File: src/hw/rtl/lea_pkg.sv
// ----------------------------------------------------------------------------
// lea_pkg
// Shared widths, character codes and byte classification for the line edit
// assembler.
// ----------------------------------------------------------------------------
package lea_pkg;

    localparam int DATA_W         = 8;
    localparam int LEN_W          = 7;
    localparam int LINE_DEPTH_DEF = 64;

    localparam logic [DATA_W-1:0] CH_BACKSPACE   = 8'd8;
    localparam logic [DATA_W-1:0] CH_LF          = 8'd10;
    localparam logic [DATA_W-1:0] CH_CR          = 8'd13;
    localparam logic [DATA_W-1:0] CH_FIRST_PRINT = 8'd32;
    localparam logic [DATA_W-1:0] CH_DEL         = 8'd127;

    typedef logic [1:0] t_byte_class;

    localparam t_byte_class CLS_NONE  = 2'd0;
    localparam t_byte_class CLS_PRINT = 2'd1;
    localparam t_byte_class CLS_BS    = 2'd2;
    localparam t_byte_class CLS_EOL   = 2'd3;

    function automatic t_byte_class classify(input logic [DATA_W-1:0] c);
        t_byte_class cls;
        if (c >= CH_FIRST_PRINT && c < CH_DEL) begin
            cls = CLS_PRINT;
        end else if (c == CH_BACKSPACE) begin
            cls = CLS_BS;
        end else if (c == CH_LF || c == CH_CR) begin
            cls = CLS_EOL;
        end else begin
            cls = CLS_NONE;
        end
        return cls;
    endfunction

endpackage

File: src/hw/rtl/lea_line_ram.sv
// ----------------------------------------------------------------------------
// lea_line_ram
// Line store: one write port, one read port, registered read data.
// ----------------------------------------------------------------------------
module lea_line_ram #(
    parameter int DEPTH = lea_pkg::LINE_DEPTH_DEF,
    parameter int AW    = 6
) (
    input  logic                      i_clk,
    input  logic                      i_we,
    input  logic [AW-1:0]             i_waddr,
    input  logic [lea_pkg::DATA_W-1:0] i_wdata,
    input  logic [AW-1:0]             i_raddr,
    output logic [lea_pkg::DATA_W-1:0] o_rdata
);
    import lea_pkg::*;

    logic [DATA_W-1:0] r_mem [0:DEPTH-1];
    logic [DATA_W-1:0] r_rdata;

    always_ff @(posedge i_clk) begin
        if (i_we) begin
            r_mem[i_waddr] <= i_wdata;
        end
    end

    always_ff @(posedge i_clk) begin
        r_rdata <= r_mem[i_raddr];
    end

    assign o_rdata = r_rdata;

endmodule

File: src/hw/rtl/line_edit_assembler_top.sv
// An input byte is absorbed in the cycle it is taken; ready stays high outside readout.
// A line end with N stored bytes (N nonzero, delivery enabled) starts a readout: each result
// passes the registered RAM read, then a single output register; only one read is in flight.
// Input is held off while the reads are issued during readout; the last result may still wait.
// Reset: fill count cleared, deliver_enable set to 1, line RAM contents left as they are.
// ----------------------------------------------------------------------------
// line_edit_assembler_top
// Collects printable received bytes into a line RAM with backspace editing and
// streams a completed, non-empty line out on CR or LF while delivery is enabled.
// ----------------------------------------------------------------------------
module line_edit_assembler_top #(
    parameter int LINE_DEPTH = lea_pkg::LINE_DEPTH_DEF
) (
    input  logic                       i_clk,
    input  logic                       i_rst_n,
    input  logic                       i_cfg_we,
    input  logic                       i_cfg_wdata,
    input  logic                       i_in_valid,
    output logic                       o_in_ready,
    input  logic [lea_pkg::DATA_W-1:0] i_rx_byte,
    output logic                       o_out_valid,
    input  logic                       i_out_ready,
    output logic [lea_pkg::DATA_W-1:0] o_line_byte,
    output logic                       o_line_last,
    output logic [lea_pkg::LEN_W-1:0]  o_line_length
);
    import lea_pkg::*;

    localparam int AW = (LINE_DEPTH > 1) ? $clog2(LINE_DEPTH) : 1;
    localparam int CW = $clog2(LINE_DEPTH + 1);

    localparam logic ST_IDLE = 1'b0;
    localparam logic ST_READ = 1'b1;

    logic              r_state, n_state;
    logic [CW-1:0]     r_count, n_count;
    logic [CW-1:0]     r_len, n_len;
    logic [AW-1:0]     r_rd_idx, n_rd_idx;
    logic              r_pend, n_pend;
    logic              r_pend_last, n_pend_last;
    logic              r_deliver_en;
    logic              r_out_valid;
    logic [DATA_W-1:0] r_out_byte;
    logic              r_out_last;
    logic [CW-1:0]     r_out_len;

    logic              in_fire;
    logic              issue;
    logic              is_last_rd;
    logic              wr_en;
    t_byte_class       cls;
    logic [DATA_W-1:0] rd_data;

    assign o_in_ready = (r_state == ST_IDLE);
    assign in_fire    = i_in_valid && o_in_ready;
    assign cls        = classify(i_rx_byte);
    assign wr_en      = in_fire && (cls == CLS_PRINT) && (r_count < CW'(LINE_DEPTH));

    // one read in flight; the output register is free by the time data lands
    assign issue      = (r_state == ST_READ) && !r_pend && (!r_out_valid || i_out_ready);
    assign is_last_rd = (CW'(r_rd_idx) == r_len - CW'(1));

    lea_line_ram #(
        .DEPTH (LINE_DEPTH),
        .AW    (AW)
    ) u_ram (
        .i_clk   (i_clk),
        .i_we    (wr_en),
        .i_waddr (r_count[AW-1:0]),
        .i_wdata (i_rx_byte),
        .i_raddr (r_rd_idx),
        .o_rdata (rd_data)
    );

    always_comb begin
        n_state     = r_state;
        n_count     = r_count;
        n_len       = r_len;
        n_rd_idx    = r_rd_idx;
        n_pend      = 1'b0;
        n_pend_last = r_pend_last;
        case (r_state)
            ST_IDLE: begin
                if (in_fire) begin
                    case (cls)
                        CLS_PRINT: begin
                            if (wr_en) begin
                                n_count = r_count + CW'(1);
                            end
                        end
                        CLS_BS: begin
                            if (r_count != '0) begin
                                n_count = r_count - CW'(1);
                            end
                        end
                        CLS_EOL: begin
                            if (r_count != '0 && r_deliver_en) begin
                                n_len    = r_count;
                                n_rd_idx = '0;
                                n_state  = ST_READ;
                            end
                            n_count = '0;
                        end
                        default: begin
                        end
                    endcase
                end
            end
            ST_READ: begin
                if (issue) begin
                    n_pend      = 1'b1;
                    n_pend_last = is_last_rd;
                    n_rd_idx    = r_rd_idx + AW'(1);
                    if (is_last_rd) begin
                        n_state = ST_IDLE;
                    end
                end
            end
            default: begin
                n_state = ST_IDLE;
            end
        endcase
    end

    always_ff @(posedge i_clk) begin
        if (!i_rst_n) begin
            r_state      <= ST_IDLE;
            r_count      <= '0;
            r_pend       <= 1'b0;
            r_deliver_en <= 1'b1;
            r_out_valid  <= 1'b0;
        end else begin
            r_state <= n_state;
            r_count <= n_count;
            r_pend  <= n_pend;
            if (i_cfg_we) begin
                r_deliver_en <= i_cfg_wdata;
            end
            if (r_pend) begin
                r_out_valid <= 1'b1;
            end else if (r_out_valid && i_out_ready) begin
                r_out_valid <= 1'b0;
            end
        end
    end

    always_ff @(posedge i_clk) begin
        r_len       <= n_len;
        r_rd_idx    <= n_rd_idx;
        r_pend_last <= n_pend_last;
        if (r_pend) begin
            r_out_byte <= rd_data;
            r_out_last <= r_pend_last;
            r_out_len  <= r_len;
        end
    end

    assign o_out_valid   = r_out_valid;
    assign o_line_byte   = r_out_byte;
    assign o_line_last   = r_out_last;
    assign o_line_length = LEN_W'(r_out_len);

    a_count_bound: assert property (@(posedge i_clk) disable iff (!i_rst_n)
        r_count <= CW'(LINE_DEPTH))
        else $error("line count above depth");

    a_read_empty: assert property (@(posedge i_clk) disable iff (!i_rst_n)
        (r_state == ST_READ) |-> (r_count == '0))
        else $error("count not cleared during readout");

    a_pend_lands: assert property (@(posedge i_clk) disable iff (!i_rst_n)
        r_pend |-> (!r_out_valid || i_out_ready))
        else $error("read data arrives while output register is held");

    a_len_nonzero: assert property (@(posedge i_clk) disable iff (!i_rst_n)
        o_out_valid |-> (o_line_length != '0))
        else $error("emitted line with zero length");

endmodule
File: config.mk
export PLATFORM = sky130hd
export DESIGN_NAME = line_edit_assembler_top
export DESIGN_NICKNAME = d
export VERILOG_FILES = /design/src/hw/rtl/lea_pkg.sv /design/src/hw/rtl/lea_line_ram.sv /design/src/hw/rtl/line_edit_assembler_top.sv
export SDC_FILE = /design/constraint.sdc
export NUM_CORES = 1
export LEC_CHECK = 0
export ABC_AREA = 1
export BUFFER_PORTS_ARGS = -buffer_cell sky130_fd_sc_hd__buf_2
export CAP_MARGIN = 5
export CORE_MARGIN = 2
export CORE_UTILIZATION = 38
export DETAILED_ROUTE_END_ITERATION = 16
export PLACE_DENSITY_LB_ADDON = 0.15
export REMOVE_ABC_BUFFERS = 1
export SETUP_SLACK_MARGIN = 0.4
export SYNTH_ARGS = -nofsm -noshare
export SYNTH_HDL_FRONTEND = slang
export SYNTH_SLANG_ARGS = --single-unit
File: constraint.sdc
create_clock -name i_clk -period 3.5 [get_ports i_clk]
set_input_delay 0.525 -clock i_clk [delete_from_list [all_inputs] [get_ports i_clk]]
set_output_delay 0.525 -clock i_clk [all_outputs]
set_load 0.01 [all_outputs]
# Word-level counts from Yosys, hierarchy flattened
# Memory sizes are Yosys's and may differ from the RTL's. A register that Yosys moved wholly into a read port is not among the register bits.
# Cells that the tools add are included.
[totals]
reg_bits = 41
ramBits = 512
in_bits = 14
wordCells = 75
n_memories = 1
[classes]
n_addsub = 4
order_cmp = 3
eq_ne = 13
mux = 22
bitwise_logic = 1
n_reduce_logical = 20
[mem_list]
columns = ["name", "words", "word_bits", "rd", "rd_ports_with_merged_regs", "write_ports", "line", "source"]
rows = [
  ["u_ram.r_mem", 64, 8, 1, 1, 1, "lea_line_ram.sv:18", "logic [DATA_W-1:0] r_mem [0:DEPTH-1];"],
]
[ops]
columns = ["op", "count"]
rows = [
  ["== test 8 x 4 -> 1 bit, second input constant", 3],
  ["two-way mux 6 bit", 4],
  ["one-hot mux 7 bit (3 select lines)", 1],
  ["two-way mux 7 bit", 2],
  ["subtractor 7 x 1 -> 7 bit, second input constant", 2],
  ["one-hot mux 6 bit (2 select lines)", 1],
  ["two-way mux 1 bit", 10],
  ["!= test 2 x 1 -> 1 bit, second input constant", 5],
  ["greater-or-equal comparator 8 x 6 -> 1 bit, second input constant", 1],
  ["logical AND 1 bit", 8],
  ["less-than comparator 8 x 7 -> 1 bit, second input constant", 1],
  ["AND reduction 4 bit", 2],
  ["adder 7 x 1 -> 7 bit, second input constant", 1],
  ["== test 6 x 7 -> 1 bit", 1],
  ["less-than comparator 7 bit, second input constant", 1],
  ["nonzero test 7 bit", 1],
  ["adder 6 x 1 -> 6 bit, second input constant", 1],
  ["two-way mux 2 bit", 3],
  ["AND reduction 5 bit", 1],
  ["== test 2 bit, second input constant", 2],
  ["AND reduction 2 bit", 2],
  ["nonzero test 3 bit", 1],
  ["== test 2 x 1 -> 1 bit, second input constant", 1],
  ["zero test 1 bit", 2],
  ["5 further kinds", 6],
]

# Depth between registers and ports, before layout
[logic_depth]
word_depth = 10
depth_mapped = 14
ltp_nobuf = 14

# Modules after synthesis
# Synthesis repeated with hierarchy kept, for this count alone.
[unflattened]
cells_unflattened = 2049
area_unflattened_um2 = 23483.8
[modules_own_cells]
columns = ["module", "n_inst", "cells_per_inst", "area_each_um2", "seq_area_each_um2"]
rows = [
  ["lea_line_ram", 1, 1805, 21339.2, 15534.9],
  ["line_edit_assembler_top", 1, 244, 2144.6, 1121.1],
]

# Worst setup path before layout
# No wires, ideal clock.
[synth_path]
path_type = "in2reg"
from = "input i_rx_byte[7] in the netlist's numbering"
to = "register r_count[6]"
setup_ns = 0.115
arrival_ns = 2.108
required_ns = 3.385
setup_slack_ns = 1.277
path_stages = 12
path_cell_list = "nor2_1 nand2_1 nor2_2 inv_1 fa_1 inv_1 nand4_1 nand4_1 nand2_1 nand2_1 nand3_1 and2_1"
[synth_between]
elab_chain_cells = 10
[synth_rtl]
columns = ["element", "line", "source"]
rows = [
  ["from (decl)", "line_edit_assembler_top.sv:20", "input logic [lea_pkg::DATA_W-1:0] i_rx_byte,"],
  ["branches (longest 4 deep; another with greater-or-equal comparator 8 x 6 -> 1 bit)", "--", ""],
  ["two-way mux 2 bit *", "lea_pkg.sv:27", "if (c >= CH_FIRST_PRINT && c < CH_DEL) begin"],
  ["== test 2 x 1 -> 1 bit", "line_edit_assembler_top.sv:57, line_edit_assembler_top.sv:85", ""],
  ["logical AND 1 bit (2 in a row)", "line_edit_assembler_top.sv:57", "assign wr_en = in_fire && (cls == CLS_PRINT) && (r_count < CW'(LINE_DEPTH));"],
  ["!= test 2 x 1 -> 1 bit (no source line)", "--", ""],
  ["AND reduction 5 bit (no source line)", "--", ""],
  ["to (signal assigned)", "line_edit_assembler_top.sv:134", "r_count <= n_count;"],
  ["to (decl)", "line_edit_assembler_top.sv:36", "logic [CW-1:0] r_count, n_count;"],
]
# Mark *: on every way between the ends.
# A chain may end at the register's enable or synchronous reset.

# Final worst setup path
[layout_path]
from = "register r_state"
to = "memory u_ram.r_mem[41][0] (enable)"
[layout_between]
elab_chain_cells = 6
[layout_rtl]
columns = ["element", "line", "source"]
rows = [
  ["from (decl)", "line_edit_assembler_top.sv:35", "logic r_state, n_state;"],
  ["from (signal assigned)", "line_edit_assembler_top.sv:133", "r_state <= n_state;"],
  ["inverter 1 bit (no source line)", "--", ""],
  ["logical AND 1 bit", "line_edit_assembler_top.sv:55", "assign in_fire = i_in_valid && o_in_ready;"],
  ["logical AND 1 bit (2 in a row)", "line_edit_assembler_top.sv:57", ""],
  ["two-way mux 1 bit", "lea_line_ram.sv:22", "if (i_we) begin"],
  ["two-way mux 1 bit (not written as such)", "lea_line_ram.sv:23", "r_mem[i_waddr] <= i_wdata;"],
  ["to (decl)", "lea_line_ram.sv:18", ""],
]
# Every way passes these cells.

==> metrics.cfg <==
[outcome]
status=finished, final reports clean

[power_and_ir_drop]
p_clk_frac=0.436
sw_frac_of_total=0.204
power_density_nw_per_um2=523
p_leak_nw=8.71
pwr-share-comb=0.017
seqPwrFrac=0.547
vdd_drop_max_uv=359
switchingPower_mw=2.75
p_int_mw=10.7

[clocking]
cts_tree=yes
cts_buffer_depth=3
postCtsSetupBuffers=0
cts_resized=0
clkSinkCount=561
ctsRootBufferMaster=clkbuf_16
worstSkewPairLatency_ns=0.62
h-tree-depth=2
cts_hold_buf=0
clkSlewWorstSetupHoldPaths_ns=0.06
cts_buffers=59

[global_route]
grt_max_degree=203
grt_usage=0.209
grt_pass1_wl_um=96900
grt_pass1_vias=14600
grt_overflow=0
grt_antenna_before_repair=4

[synth]
async_flop_share=0
synth_cell_types=36
synth-main-ff-cell=edfxtp_1
yosys-top-cells-area=edfxtp_1 71%, nor2_1 6.3%, o21ai_0 4.3%
yosysTopAreaCell=edfxtp_1
ys_warn_count=0
yosysTopAreaCellShare=0.709
yosysSeqAreaShare=0.725
synth_area_um2=23000
synthCells=1907
synth_enable_flop_cells=542
synth-seq-cells=561
avgSynthCellArea_um2=12.0
synthTopCellsByCount=542 x edfxtp_1, 384 x nor2_1, 213 x nand2_1
yosysMostFrequentCell=edfxtp_1

[sta]
fmax_mhz=386
rsz0062_at_grt=false
hold_viol=0
slew-limit-headroom=0.221
worstMarginPinSlew_ns=1.16
final_max_slew_viol_count=0
period_share=0.741
finalCriticalPeriod_ns=2.59
setup_viol=0
final.setup_skew_ns=0.0192

[critical_path]
required_ns=3.73
startpoint_type=flip-flop
ff2ff_path_depth=8
crit_path_max_fanout=8
r2r_start=r_state
critPathKind=flip-flop to flip-flop
r2r_setup_slack_ns=0.91
worstReg2RegEnd=u_ram.r_mem[41][0]
worstSetupEndpointType=flip-flop
worstPathArrival_ns=2.82

[final_layout]
drive_above_1_share=0.0904
multi_input_area_um2=5430
final_net_count=1966
layout.cells.non_filler=2774
syn2layout_area_growth_pct=12.2
fill_cells=5569
diodes=0
final_area_um2=25800
seqCellArea_um2=16700

[route]
via_per_inst=5.40
post_drt_wl_per_cell_um=23.5
firstDrtPassIters=5
wirelength_um=65200
ant_nets=0
drt_first_iter_violations=1614
via_count=15000
drc=0

[floorplanning]
core_um2=60000
rows=90
fp.dieH_um=250
die-area_um2=62400
die_w_um=250
initial_core_util=0.383
ios=32

[placed_design]
routabilityCongestion=0.864
dp_cells=2665
io_buffer_count=31
dpl.hpwl_um=40900
place_area_um2=24000

[job]
cap_viol_max_count=0

[hold_path]
min_path_type=input port to flip-flop
worstHoldPathCells=2
min_to=r_deliver_en
worstHoldStart=i_cfg_we

critical path, cell delays in order (launching register included):
cell,delay (ns)
dfxtp_1,0.37
inv_1,0.09
nand2_1,0.10
inv_1,0.10
nand4_1,0.11
nor2_1,0.22
nand3_1,0.13
buf_4,0.19
nor2_1,0.87
sequential cells by signal, summed over array words and instances (netlist names), 6 cells and up:
name,cells
o_line_byte,8
o_line_length,7
r_count,7
r_len,7
r_rd_idx,6
u_ram.o_rdata,8
u_ram.r_mem,512
logic make-up after synthesis:
group / Yosys count / share of synthesized area
adders and majority gates: 8 / 0.00469
buffers and inverters: 185 / 0.0385
xor gates and xnor gates: 7 / 0.00267
DFF: 561 / 0.725
AOI/OAI and AO/OA: 408 / 0.0984
and+or+nand+nor: 738 / 0.130
cell usage in the layout, fill, tap and decap left out, drive strengths merged, types with 3 or more instances in the layout:
| cell type | instances |
|---|---|
| clkbuf | 83 |
| ha | 7 |
| nand4 | 13 |
| edfxtp | 542 |
| a31oi | 3 |
| nor3 | 3 |
| a21oi | 46 |
| dfxtp | 19 |
| buf | 83 |
| nand2 | 215 |
| xor2 | 3 |
| nand3 | 108 |
| xnor2 | 4 |
| clkinv | 26 |
| nor2 | 385 |
| inv | 76 |
| or2 | 10 |
| o21ai | 256 |
| o211ai | 64 |
| o22ai | 38 |
layout make-up:
type | count | share of cell area
clock buffer | 83 | 0.0652
clock inverter | 26 | 0.00476
inverter | 78 | 0.0116
multi-input combinational | 1161 | 0.211
sequential | 561 | 0.646
tap | 782 | 0.0380
timing repair buffer | 83 | 0.0236
routing by layer:
layer	vias up	wire [µm]	track usage
met1	7478	30200	0.307
met3	94	4280	0.0365
met4	4	1530	0.0559
met2	488	29200	0.319
li1	6906	-	-
met5	-	34	0
stage by stage:
step	TNS, ns	utilization	setup slack (ns)	hold slack [ns]	power (mW)
after floorplan	-64.08	-	-4.96	0.386	7.56
after global placement	0	0.399	0.445	0.387	7.74
after detailed placement	0	0.399	0.415	0.389	7.74
after CTS	0	0.429	0.899	0.0856	13.6
after global routing	0	0.429	0.787	0.110	13.8
final	0	0.429	0.906	0.109	13.5
power by group through the flow:
stage	combinational, mW	clock, mW	sequential [mW]
finish	0.224	5.87	7.37
global route	0.242	6.22	7.37
CTS	0.229	5.98	7.37
detailed placement	0.229	0	7.51
global placement	0.228	0	7.51
floorplan	0.0449	0	7.51
worst max-delay path by stage:
stage | startpoint | endpoint | cells after the start
6_report | r_state | u_ram.r_mem[41][0] | 8
3_3_place_gp | i_rx_byte[5] | u_ram.r_mem[41][3] | 8
2_1_floorplan | r_rd_idx[0] | u_ram.o_rdata[7] | 9
4_1_cts | r_state | u_ram.r_mem[41][0] | 8
3_5_place_dp | i_rx_byte[5] | u_ram.r_mem[41][7] | 8
5_1_grt | r_rd_idx[0] | u_ram.o_rdata[3] | 8
Note: power is estimated with default switching activity, not from simulation.
